File: config.mk
export PLATFORM = sky130hd
export DESIGN_NAME = ntc_queue
export DESIGN_NICKNAME = d
export VERILOG_FILES = /design/src/ntc_pkg.sv /design/src/ntc_queue.sv
export SDC_FILE = /design/constraint.sdc
export NUM_CORES = 1
export LEC_CHECK = 0
export CAP_MARGIN = 30
export CORE_MARGIN = 4
export CORE_UTILIZATION = 25
export DETAILED_ROUTE_END_ITERATION = 8
export DONT_BUFFER_PORTS = 1
export MAX_ROUTING_LAYER = met4
export PLACE_DENSITY = 0.45
export SYNTH_ARGS = -nofsm -noshare
export SYNTH_HDL_FRONTEND = slang
export SYNTH_SLANG_ARGS = --single-unit
File: constraint.sdc
create_clock -name clk -period 2 [get_ports clk]
set_clock_uncertainty 0.2 [all_clocks]
set_input_delay 0.1 -clock clk [delete_from_list [all_inputs] [get_ports clk]]
set_output_delay 0.1 -clock clk [all_outputs]
set_load 0.05 [all_outputs]
File: src/ntc_pkg.sv
// Types and constants shared by the NTC code-to-temperature unit.
`default_nettype none
package ntc_pkg;

    typedef struct packed {
        logic [15:0] adc_code;
        logic [2:0]  module_index;
        logic [3:0]  sensor_index;
    } ntc_in_t;

    typedef struct packed {
        logic signed [12:0] temperature;
        logic [6:0]         slot_index;
    } ntc_out_t;

    typedef struct packed {
        logic       fault;
        logic [6:0] slot;
    } ntc_tag_t;

    typedef struct packed {
        ntc_tag_t    tag;
        logic [14:0] code;
    } ntc_job_t;

    typedef struct packed {
        logic     valid;
        ntc_job_t job;
    } ntc_push_t;

    localparam int QDEPTH = 2;
    localparam int LOG_LAT = 33;
    localparam int TDIV_STEPS = 5;
    localparam int QDIV_STEPS = 26;

    localparam logic [15:0] FULL_SCALE = 16'd30000;
    localparam logic [12:0] BETA = 13'd3435;
    localparam logic [28:0] RECIP_BETA = 29'd320090722;
    localparam logic [27:0] LN2_Q28 = 28'd186065279;
    localparam logic [63:0] T0_FULL = (64'd20 << 48) / 64'd5963;
    localparam logic [41:0] T0_INV_Q48 = T0_FULL[41:0];
    localparam logic [41:0] QDIV_INIT = 42'd20 << 30;
    localparam logic signed [26:0] KELVIN_OFS_Q8 = 27'sd1398528;
    localparam logic signed [26:0] MIN_TEMP_SCALED = -27'sd256000;
    localparam logic [15:0] RECIP5 = 16'd52429;
    localparam logic signed [12:0] FAULT_TEMP = 13'sd100;

endpackage
`default_nettype wire

File: src/ntc_queue.sv
// Short item queue between the front end and the conversion pipeline.
`default_nettype none
module ntc_queue
    import ntc_pkg::*;
(
    input  wire logic      clk,
    input  wire logic      rst_n,
    input  wire ntc_push_t push,
    output logic           full,
    output logic           pop,
    output ntc_job_t       head
);

    localparam int PW = $clog2(QDEPTH);

    ntc_job_t        mem_reg [QDEPTH];
    logic [PW-1:0]   wr_ptr_reg;
    logic [PW-1:0]   rd_ptr_reg;
    logic [PW:0]     count_reg;

    assign full = (count_reg == (PW+1)'(QDEPTH));
    assign pop = (count_reg != '0);
    assign head = mem_reg[rd_ptr_reg];

    always_ff @(posedge clk or negedge rst_n)
    begin
        if (!rst_n)
        begin
            wr_ptr_reg <= '0;
            rd_ptr_reg <= '0;
            count_reg <= '0;
        end
        else
        begin
            if (push.valid)
            begin
                wr_ptr_reg <= (wr_ptr_reg == PW'(QDEPTH - 1)) ? '0 : wr_ptr_reg + 1'b1;
            end
            if (pop)
            begin
                rd_ptr_reg <= (rd_ptr_reg == PW'(QDEPTH - 1)) ? '0 : rd_ptr_reg + 1'b1;
            end
            count_reg <= count_reg + (PW+1)'(push.valid) - (PW+1)'(pop);
        end
    end

    always_ff @(posedge clk)
    begin
        if (push.valid)
        begin
            mem_reg[wr_ptr_reg] <= push.job;
        end
    end

endmodule
`default_nettype wire

After elaboration in Yosys (flattened, before gate mapping)
Memory sizes are Yosys's and may differ from the RTL's. Index checks and enable logic that the tools add are counted.

$add $sub $neg: 4. $mul: 0. Divide/modulo/power cells: 0. Magnitude comparators: 0. Eq/ne operators: 1. Shift-type cells: 0. Mux-type cells: 4. Bitwise operators: 0. Reductions and logical operators: 1.

Operators by type and width (count): 1-bit two-way mux (4); 1-bit adder, second input constant (2); 2-bit by 1-bit adder with 2-bit output (1); 2-bit == test, second input constant (1); 2-bit nonzero test (1); 2-bit by 1-bit subtractor with 2-bit output (1).

Register bits: 4. Latch bits: 0. Bits in writable memories: 46. ROM bits: 0. Input bits: 26. Output and inout port bits: 25. Word-level logic and storage cells: 14. Memories kept: 1.

Memory list: mem_reg (depth 2, bits a word 23, rd ports 1, clocked after memory_dff 0, write ports 1, line ntc_queue.sv:16) `ntc_job_t mem_reg [QDEPTH];`.

Longest topological paths before layout
Word-level depth: 2. Gate-level depth with buffers: 3. Gate-level depth less buffers: 3.

Worst setup path before layout
OpenSTA, ideal clock, no wires.

Path type: flip-flop to flip-flop. From: register wr_ptr_reg. To: memory mem_reg[0][0] (netlist bit) (enable). Library setup time: 0.405 ns. Data arrival time: 1.446 ns. Data required time: 1.395 ns. Setup slack: -0.052 ns. Stages on the path, launching flop included: 2. Path buffers: 0. Period minus slack after synthesis: 2.052 ns. Path through: dfrtp_1 > nor2b_1.

RTL lines: from (decl) (line ntc_queue.sv:17) `logic [PW-1:0] wr_ptr_reg;`; from (signal assigned) (line ntc_queue.sv:37) `wr_ptr_reg <= (wr_ptr_reg == PW'(QDEPTH - 1)) ? '0 : wr_ptr_reg + 1'b1;`; to (decl) (line ntc_queue.sv:16).

Straight into the memory's write port.

==> metrics.md <==
| Metric | Value |
|---|---|
| Initial antenna violation count | 0 |
| Crit path kind | reg -> out |
| Worst Hold Class | in -> reg |
| Routed via count | 871 |
| Power Density | 1490 nW/um^2 |
| Static Leakage | 0.883 nW |
| First-pass GRT wire length | 4700 um |
| Post-CTS sizing | 0 |
| Rel. slew slack | 0.802 |
| Ys Warns | 0 |
| CTS tree | done |
| Reg2Reg Launch Point | count_reg[1] |
| CP peak stage delay | 520 ps |
| Fmax | 561 MHz |
| Req. time, crit path | 1700 ps |
| Full die area | 9220 um^2 |
| TritonCTS Sinks | 50 |
| RSZ-0062 raised after global routing | false |
| Crit path max fanout | 20 |
| Clock insertion delay at the later pin of the skew report | 290 ps |
| Final hold vios | 0 |
| Vias in the first global route | 931 |
| CP Launch Type | register |
| Syn nets | 113 |
| Most frequent cells in the layout | edfxtp_1 (46), dlygate4sd3_1 (26), mux2_4 (19) |
| N_diodes | 0 |
| FF-to-FF path depth | 2 |
| Final HPWL DP | 2260 um |
| Number of placed cells counting well taps | 188 |
| FILL cells | 722 |
| Hold buffers post-CTS | 26 |
| Final slew viol count | 0 |
| Setup TNS | 0 ps |
| Largest net degree at the start of global routing | 21 |
| DR DRC count | 0 |
| Final net count | 149 |
| Maximum VDD drop | 0.651 mV |
| Port Buf Inserts | 0 |
| Synth Instances | 86 |
| End of the worst register-to-register path | rd_ptr_reg |
| Post-route cell area | 2440 um^2 |
| Layout cells sized above 1 | 0.309 |
| Die Y | 96.0 um |
| Top Ports | 51 |
| Clk buf depth | 2 |
| Post-Route WL | 3230 um |
| Post-DP Area | 2070 um^2 |
| Post-synthesis sequential area ratio | 0.765 |
| Initial Util | 0.261 |
| Slowest CP cell | dfrtp_1 |
| CP Capture Type | output pin |
| Core Area | 7410 um^2 |
| Synthesized flop and latch total | 50 |
| Worst-Margin Slew | 298 ps |
| Post-DRT Antenna Nets | 0 |
| WL per Instance | 14.6 um |
| Max reg flops | 46 |
| Worst hold slack | 79.4 ps |
| Rows | 31 |
| Worst hold path depth | 2 |
| Avg Cell Area, Syn | 22.5 um^2 |
| Root buf cell | clkbuf_8 |
| Max Cap Viol | 0 |
| Status | finished clean |
| Worst reg2reg setup slack | 630 ps |
| H-tree Lvls | 2 |
| Most common cell after layout, fill and taps aside | edfxtp_1 |
| CTS Buf Count | 5 |
| Die W | 96.0 um |
| Clk slew on worst S/H paths | 90 ps |
| Post-CTS setup buffers | 0 |
| Cell chain of the critical path | buf_12 -> mux2_4 |
| WP data arrival | 1480 ps |
| Final period util | 0.892 |
| P&R area growth vs syn | 26.0% |
| Synth cell types | 13 |
| GPL Wtd Cong | 0.629 |
| Overflow after GRT | 0 |
| Final setup viols | 0 |
| Hold EP | mem_reg[1][10] |
| All-Layer GR Usage | 0.0729 |
| Hold_sp | push[23] |
| Vias/cell | 3.92 |
| Iteration-0 DRC Markers | 26 |
| Non-filler instance count after layout | 222 |
| Drt first pass iters | 3 |
| Synthesized cell area | 1940 um^2 |
| Crit path time final | 1780 ps |
==> worst max-delay path by stage <==
stage | startpoint | to
detailed placement | rd_ptr_reg | head[3]
finish | rd_ptr_reg | head[8]
global route | rd_ptr_reg | head[22]
CTS | rd_ptr_reg | head[3]
global placement | rd_ptr_reg | head[8]
floorplan | wr_ptr_reg | mem_reg[0][0]
==> power breakdown <==
group	internal [mW]	switching, mW	total, mW
logic	0.457	1.03	1.49
registers	1.37	0.0725	1.45
clock network	0.373	0.319	0.693
total	2.20	1.42	3.63
==> kinds of logic (layout without fill, tap and decap cells) <==
| logic type | Yosys count | in the layout | synth area share |
|---|---|---|---|
| xor gates and xnor gates | 3 | 3 | 0.0136 |
| DFF | 50 | 50 | 0.765 |
| adders and majority gates | 1 | 1 | 0.00646 |
| buffers and inverters | 3 | 40 | 0.0265 |
| muxes | 23 | 23 | 0.171 |
| and+or+nand+nor | 6 | 6 | 0.0181 |
==> cell usage after synthesis, drive strengths merged <==
| cell | count | area share |
|---|---|---|
| and2 | 1 | 0.0032 |
| buf | 3 | 0.026 |
| dfrtp | 4 | 0.052 |
| edfxtp | 46 | 0.71 |
| ha | 1 | 0.0065 |
| mux2 | 23 | 0.17 |
| nand2 | 1 | 0.0019 |
| nor2b | 3 | 0.0097 |
| or2 | 1 | 0.0032 |
| xnor2 | 1 | 0.0045 |
| xor2 | 2 | 0.0090 |
==> worst max-delay path: cells and delay by family (launching register included) <==
family	cells	cell delay [ps]
DFF	1	520
buffers and inverters	1	240
muxes	1	410
==> metal layers <==
| metal | GRT usage | part of all wire | vias to the layer above |
|---|---|---|---|
| met1 | 0.0816 | 0.42 | 429 |
| met2 | 0.118 | 0.49 | 42 |
| met5 | - | 0 | - |
| met4 | 0.0249 | 0.0071 | 0 |
| met3 | 0.0289 | 0.075 | 3 |
| li1 | - | - | 397 |
==> cell type report <==
cell class	instances	area, um^2	area share
tap	99	124	0.0508
multi-input combinational	33	407	0.167
clock inverter	2	37.5	0.0154
sequential	50	1480	0.607
clock buffer	6	72.6	0.0297
timing repair buffer	32	318	0.130
==> stage by stage <==
step | util | setup slack, ps | total power [mW]
3_3_place_gp | 0.279 | 534 | 2.93
6_report | 0.329 | 217 | 3.63
3_5_place_dp | 0.279 | 527 | 2.94
4_1_cts | 0.329 | 184 | 3.69
5_1_grt | 0.329 | 150 | 3.79
2_1_floorplan | - | 374 | 2.83
(Power assumes the default switching activity.)
