File: src/ntc_pkg.sv
// Types and constants shared by the NTC code-to-temperature unit.
`default_nettype none
package ntc_pkg;

    typedef struct packed {
        logic [15:0] adc_code;
        logic [2:0]  module_index;
        logic [3:0]  sensor_index;
    } ntc_in_t;

    typedef struct packed {
        logic signed [12:0] temperature;
        logic [6:0]         slot_index;
    } ntc_out_t;

    typedef struct packed {
        logic       fault;
        logic [6:0] slot;
    } ntc_tag_t;

    typedef struct packed {
        ntc_tag_t    tag;
        logic [14:0] code;
    } ntc_job_t;

    typedef struct packed {
        logic     valid;
        ntc_job_t job;
    } ntc_push_t;

    localparam int QDEPTH = 2;
    localparam int LOG_LAT = 33;
    localparam int TDIV_STEPS = 5;
    localparam int QDIV_STEPS = 26;

    localparam logic [15:0] FULL_SCALE = 16'd30000;
    localparam logic [12:0] BETA = 13'd3435;
    localparam logic [28:0] RECIP_BETA = 29'd320090722;
    localparam logic [27:0] LN2_Q28 = 28'd186065279;
    localparam logic [63:0] T0_FULL = (64'd20 << 48) / 64'd5963;
    localparam logic [41:0] T0_INV_Q48 = T0_FULL[41:0];
    localparam logic [41:0] QDIV_INIT = 42'd20 << 30;
    localparam logic signed [26:0] KELVIN_OFS_Q8 = 27'sd1398528;
    localparam logic signed [26:0] MIN_TEMP_SCALED = -27'sd256000;
    localparam logic [15:0] RECIP5 = 16'd52429;
    localparam logic signed [12:0] FAULT_TEMP = 13'sd100;

endpackage
`default_nettype wire

File: src/ntc_front.sv
// Front end: accepts an item, flags invalid codes and forms the slot index.
`default_nettype none
module ntc_front
    import ntc_pkg::*;
#(
    parameter int THERMS_PER_MODULE = 16
)
(
    input  wire logic      clk,
    input  wire logic      rst_n,
    input  wire logic      start,
    input  wire ntc_in_t   sample,
    input  wire logic      queue_full,
    output logic           busy,
    output ntc_push_t      push
);

    logic     valid_reg;
    ntc_job_t job_reg;
    ntc_job_t job_next;
    logic     accept;
    logic [31:0] slot_w;

    assign busy = valid_reg && queue_full;
    assign accept = start && !busy;

    always_comb
    begin
        slot_w = 32'(sample.module_index) * 32'(THERMS_PER_MODULE) + 32'(sample.sensor_index);
        job_next.tag.slot = slot_w[6:0];
        job_next.tag.fault = (sample.adc_code == 16'd0) || (sample.adc_code >= FULL_SCALE);
        job_next.code = sample.adc_code[14:0];
    end

    always_ff @(posedge clk or negedge rst_n)
    begin
        if (!rst_n)
        begin
            valid_reg <= 1'b0;
        end
        else if (accept)
        begin
            valid_reg <= 1'b1;
        end
        else if (!queue_full)
        begin
            valid_reg <= 1'b0;
        end
    end

    always_ff @(posedge clk)
    begin
        if (accept)
        begin
            job_reg <= job_next;
        end
    end

    assign push.valid = valid_reg && !queue_full;
    assign push.job = job_reg;

endmodule
`default_nettype wire

File: config.mk
export PLATFORM = sky130hd
export DESIGN_NAME = ntc_front
export DESIGN_NICKNAME = d
export VERILOG_FILES = /design/src/ntc_pkg.sv /design/src/ntc_front.sv
export SDC_FILE = /design/constraint.sdc
export NUM_CORES = 1
export LEC_CHECK = 0
export BUFFER_PORTS_ARGS = -buffer_cell sky130_fd_sc_hd__buf_4
export CAP_MARGIN = 25
export CORE_MARGIN = 2
export CORE_UTILIZATION = 46
export CTS_BUF_LIST = sky130_fd_sc_hd__clkbuf_2 sky130_fd_sc_hd__clkbuf_4 sky130_fd_sc_hd__clkbuf_8
export CTS_CLUSTER_SIZE = 30
export DETAILED_ROUTE_END_ITERATION = 6
export HOLD_SLACK_MARGIN = 0.15
export PLACE_DENSITY_LB_ADDON = 0.25
export SETUP_SLACK_MARGIN = 0.15
export SLEW_MARGIN = 20
export SYNTH_ARGS = -nofsm -noshare
export SYNTH_HDL_FRONTEND = slang
export SYNTH_SLANG_ARGS = --single-unit
File: constraint.sdc
create_clock -name clk -period 3.7 [get_ports clk]
set_input_delay 0.555 -clock clk [delete_from_list [all_inputs] [get_ports clk]]
set_output_delay 0.555 -clock clk [all_outputs]
set_load 0.02 [all_outputs]
Word level (Yosys, flattened, before mapping)
Cells that the tools add are included.

Reduce and logical (&&, ||, !) cells: 7. Multiplexer cells: 2. Add/sub/neg operators: 1. Equality and inequality tests: 1. Magnitude comparators: 1.

Operator list (count): 16-bit by 15-bit >= comparator with 1-bit output, second input constant (1); 16-bit logical NOT (1); 7-bit by 4-bit adder with 7-bit output (1); 1-bit logical AND (3); 1-bit logical NOT (2); 1-bit 2-to-1 mux (2); 2-bit by 1-bit != test with 1-bit output, second input constant (1); 1-bit logical OR (1).

Flip-flop bits (word level): 24. Output and inout port bits: 25. Logic and storage cells: 16. Input port bits: 27.

Logic depth before layout (Yosys ltp)
Word-level depth: 4. Gate-level depth with buffers: 3. Gate-level depth less buffers: 3.

Worst setup path before layout
Ideal clock, no wire load.

Path kind: input port to flip-flop. From: input port queue_full. To: register job_reg (netlist bit push[0]) (enable). Library setup time: 0.405 ns. Arrival time: 1.868 ns. Stages: 2. Data required time: 3.295 ns. Buffers on the path: 0. Slack: 1.427 ns. Cells stage by stage: and2_1 > nor2b_1.

Longest elaborated chain between the ends: 3.

RTL lines: from (decl) (line ntc_front.sv:13) `input wire logic queue_full,`; 1-bit logical AND (line ntc_front.sv:24) `assign busy = valid_reg && queue_full;`; 1-bit logical NOT (line ntc_front.sv:25) `assign accept = start && !busy;`; 1-bit logical AND (line ntc_front.sv:25); named net accept (line ntc_front.sv:21) `logic accept;`; to (signal assigned) (line ntc_front.sv:55) `job_reg <= job_next;`; to (decl) (line ntc_front.sv:19) `ntc_job_t job_reg;`.

The timed path passes the listed nets, and every way through them passes these cells. A chain may end at the register's enable or synchronous reset.

Final worst setup path
From: register valid_reg. To: register job_reg (netlist bit push[1]) (enable).

Longest elaborated chain between the ends: 3.

RTL lines: from (decl) (line ntc_front.sv:18) `logic valid_reg;`; from (signal assigned) (line ntc_front.sv:39) `valid_reg <= 1'b0;`; from (signal assigned) (line ntc_front.sv:43) `valid_reg <= 1'b1;`; from (signal assigned) (line ntc_front.sv:47) `valid_reg <= 1'b0;`; 1-bit logical AND (line ntc_front.sv:24); 1-bit logical NOT (line ntc_front.sv:25); 1-bit logical AND (line ntc_front.sv:25); named net accept (line ntc_front.sv:21).

The timed path passes the listed nets, and every way through them passes these cells.

==> results.cfg <==
[floorplan]
io_pins = 52
initial_core_util = 0.479
core_area_um2 = 1710
die_w_um = 46.2
die_area_um2 = 2130
dieHeight_um = 46.2
row_count = 15

[synthesis]
syn-num-nets = 65
synth.distinct_cells = 14
avgSynthCellArea_um2 = 21.5
ys_seq_area_frac = 0.875
yosysTopAreaCell = edfxtp_1
postSynthCellCount = 38
ys_warn_count = 0
yosysTopAreaCellShare = 0.844
netlist_area_um2 = 818
synth_seq_cells = 24
ys_top_cells_by_area = edfxtp_1 84%, dfrtp_1 3.1%, nor4_4 2.6%, nor2b_1 1.5%, nor4_1 1.5%

[power]
total_power_mw = 0.521
power.leakage_nw = 0.529
vdd_drop_max_mv = 0.268
powerDensity_nw_per_um2 = 405

[clock_network]
cts_tree = done
cts_num_sinks = 24
root_buffer = clkbuf_4
cts_buffer_depth = 2
clk_pin_slew_ns = 0.12
cts_buffers = 3
post_cts_buffers = 0
cts_resized = 0
htree_levels = 1
clock_latency_ns = 0.29

[setup_path]
worst_setup_path_start_kind = flop
critical-path-top-delay-family = simple AND/OR/NAND/NOR gates
worstReg2RegStart = valid_reg$_DFFE_PN0P_
rrSetupSlack_ns = 2.10
cp_num_buf_inv = 1
worstPathRequired_ns = 3.72
crit_chain = and2_1 > nor2b_2 > buf_6
cpPeakStageDelay_ns = 0.52
cp_max_fo = 13
reg2reg_depth = 3
crit_arrival_ns = 1.62
crit-reg2reg-capture = push[1]$_DFFE_PP_
critPathCaptureType = flop
cp_slowest_cell = nor2b_2
critical_path_class = reg2reg

[global_route]
antenna_found_initial = 0
grt_max_degree = 24
grtUsageTotal = 0.162
grt_pass1_wl_um = 2380
grt_pass1_vias = 553
overflow = 0

[timing]
fmax_mhz = 626
slew_headroom = 0.581
min_period_ns = 1.60
tns_ns = 0
clock-skew-final_ns = 0.00117
setup_viol = 0
final-max-slew-violation-count = 0
period_share = 0.432
tightest_slew_ns = 0.626
rsz0062_at_grt = false
final_hold_viol_count = 0

[job]
cap_violations = 0

[cells_and_area]
final_util = 0.753
antenna_cells = 0
fin_nets = 123
syn_to_final_growth_pct = 57.2
drive_gt1_frac = 0.621
stdcell_count = 120
largest_reg_flops = 23

[route]
first_iter_violations = 11
wl_per_cell_um = 12.9
vias = 553
wirelength_um = 1550
drtPass1Iterations = 4
vias_per_cell = 4.61
drc = 0
ant_nets = 0

[hold_path]
whs_path_depth = 1
hp-class = in2reg
hp-start = sample[3]
whs_endpoint = push[18]$_DFFE_PP_

[place]
dp_hpwl_um = 1210
gp_congestion = 0.665
portBuffers = 51
placed_cells = 114

[outcome]
status = complete, no violations
routing by layer:
layer / wire (µm) / global-route usage / share of wire
met5: 0 / 0 / 0
met4: 0 / 0.0343 / 0
met3: 107 / 0.0431 / 0.069
met2: 858 / 0.297 / 0.55
met1: 583 / 0.186 / 0.38
how the worst max path moves through the flow:
stage	depth (start not counted)	startpoint	slack (ns)	end
floorplan	2	queue_full	1.43	push[0]$_DFFE_PP_
global placement	3	queue_full	1.67	push[17]$_DFFE_PP_
detailed placement	3	queue_full	1.61	push[17]$_DFFE_PP_
CTS	2	valid_reg$_DFFE_PN0P_	1.92	push[20]$_DFFE_PP_
global route	3	valid_reg$_DFFE_PN0P_	2.03	push[13]$_DFFE_PP_
finish	3	valid_reg$_DFFE_PN0P_	2.10	push[1]$_DFFE_PP_
metrics by stage:
step	worst slack [ns]	instance area [µm²]	hold WS, ns
floorplan	1.43	818	0.259
global placement	1.67	1230	0.331
detailed placement	1.61	1230	0.331
CTS	1.92	1270	0.415
global route	2.03	1290	0.399
finish	2.10	1290	0.426
final cells by class:
| class | count | area [µm²] |
|---|---|---|
| Clock buffer | 4 | 30.0 |
| Tap cell | 25 | 31.3 |
| Multi-Input combinational cell | 14 | 105 |
| Sequential cell | 24 | 716 |
| Fill cell | 115 | 422 |
| Timing Repair Buffer | 53 | 404 |
power by group:
| group | switching, mW | total [mW] | internal [mW] |
|---|---|---|---|
| Sequential | 0.00370 | 0.319 | 0.315 |
| Clock | 0.0700 | 0.119 | 0.0492 |
| Combinational | 0.0418 | 0.0830 | 0.0412 |
Yosys cell counts (all sizes together):
library cell / number
edfxtp: 23
nor4: 3
nor2b: 2
a41oi: 1
and2: 1
dfrtp: 1
nand2: 1
nand3: 1
nor3: 1
o21a: 1
o21ai: 1
o2bb2ai: 1
or2: 1
logic make-up (layout without fill, tap and decap cells):
| logic type | count (synthesis) | count (layout) | share of synthesized area |
|---|---|---|---|
| DFF | 24 | 24 | 0.875 |
| buffers and inverters | 0 | 57 | 0 |
| and+or+nand+nor | 10 | 10 | 0.0887 |
| AOI/OAI and AO/OA | 4 | 4 | 0.0367 |
layout by cell type (no fill, tap or decap):
master / Yosys / routed
buf_4: 0 / 51
nor4_4: 1 / 1
o21a_1: 1 / 1
and2_1: 1 / 1
o2bb2ai_1: 1 / 1
nor3_1: 1 / 1
clkbuf_4: 0 / 4
dfrtp_1: 1 / 1
dlygate4sd3_1: 0 / 1
nor4_1: 2 / 2
buf_6: 0 / 1
nor2b_2: 0 / 1
nand3_1: 1 / 1
o21ai_0: 1 / 1
a41oi_1: 1 / 1
or2_2: 1 / 1
nand2_1: 1 / 1
nor2b_1: 2 / 1
edfxtp_1: 23 / 23
what timing repair did:
action | CTS | global route
hold buffers | 1 | 0
endpoints found under the setup margin | 0 | 0
hold endpoints to repair | 1 | 0
Power figures use the tool's default switching activity.
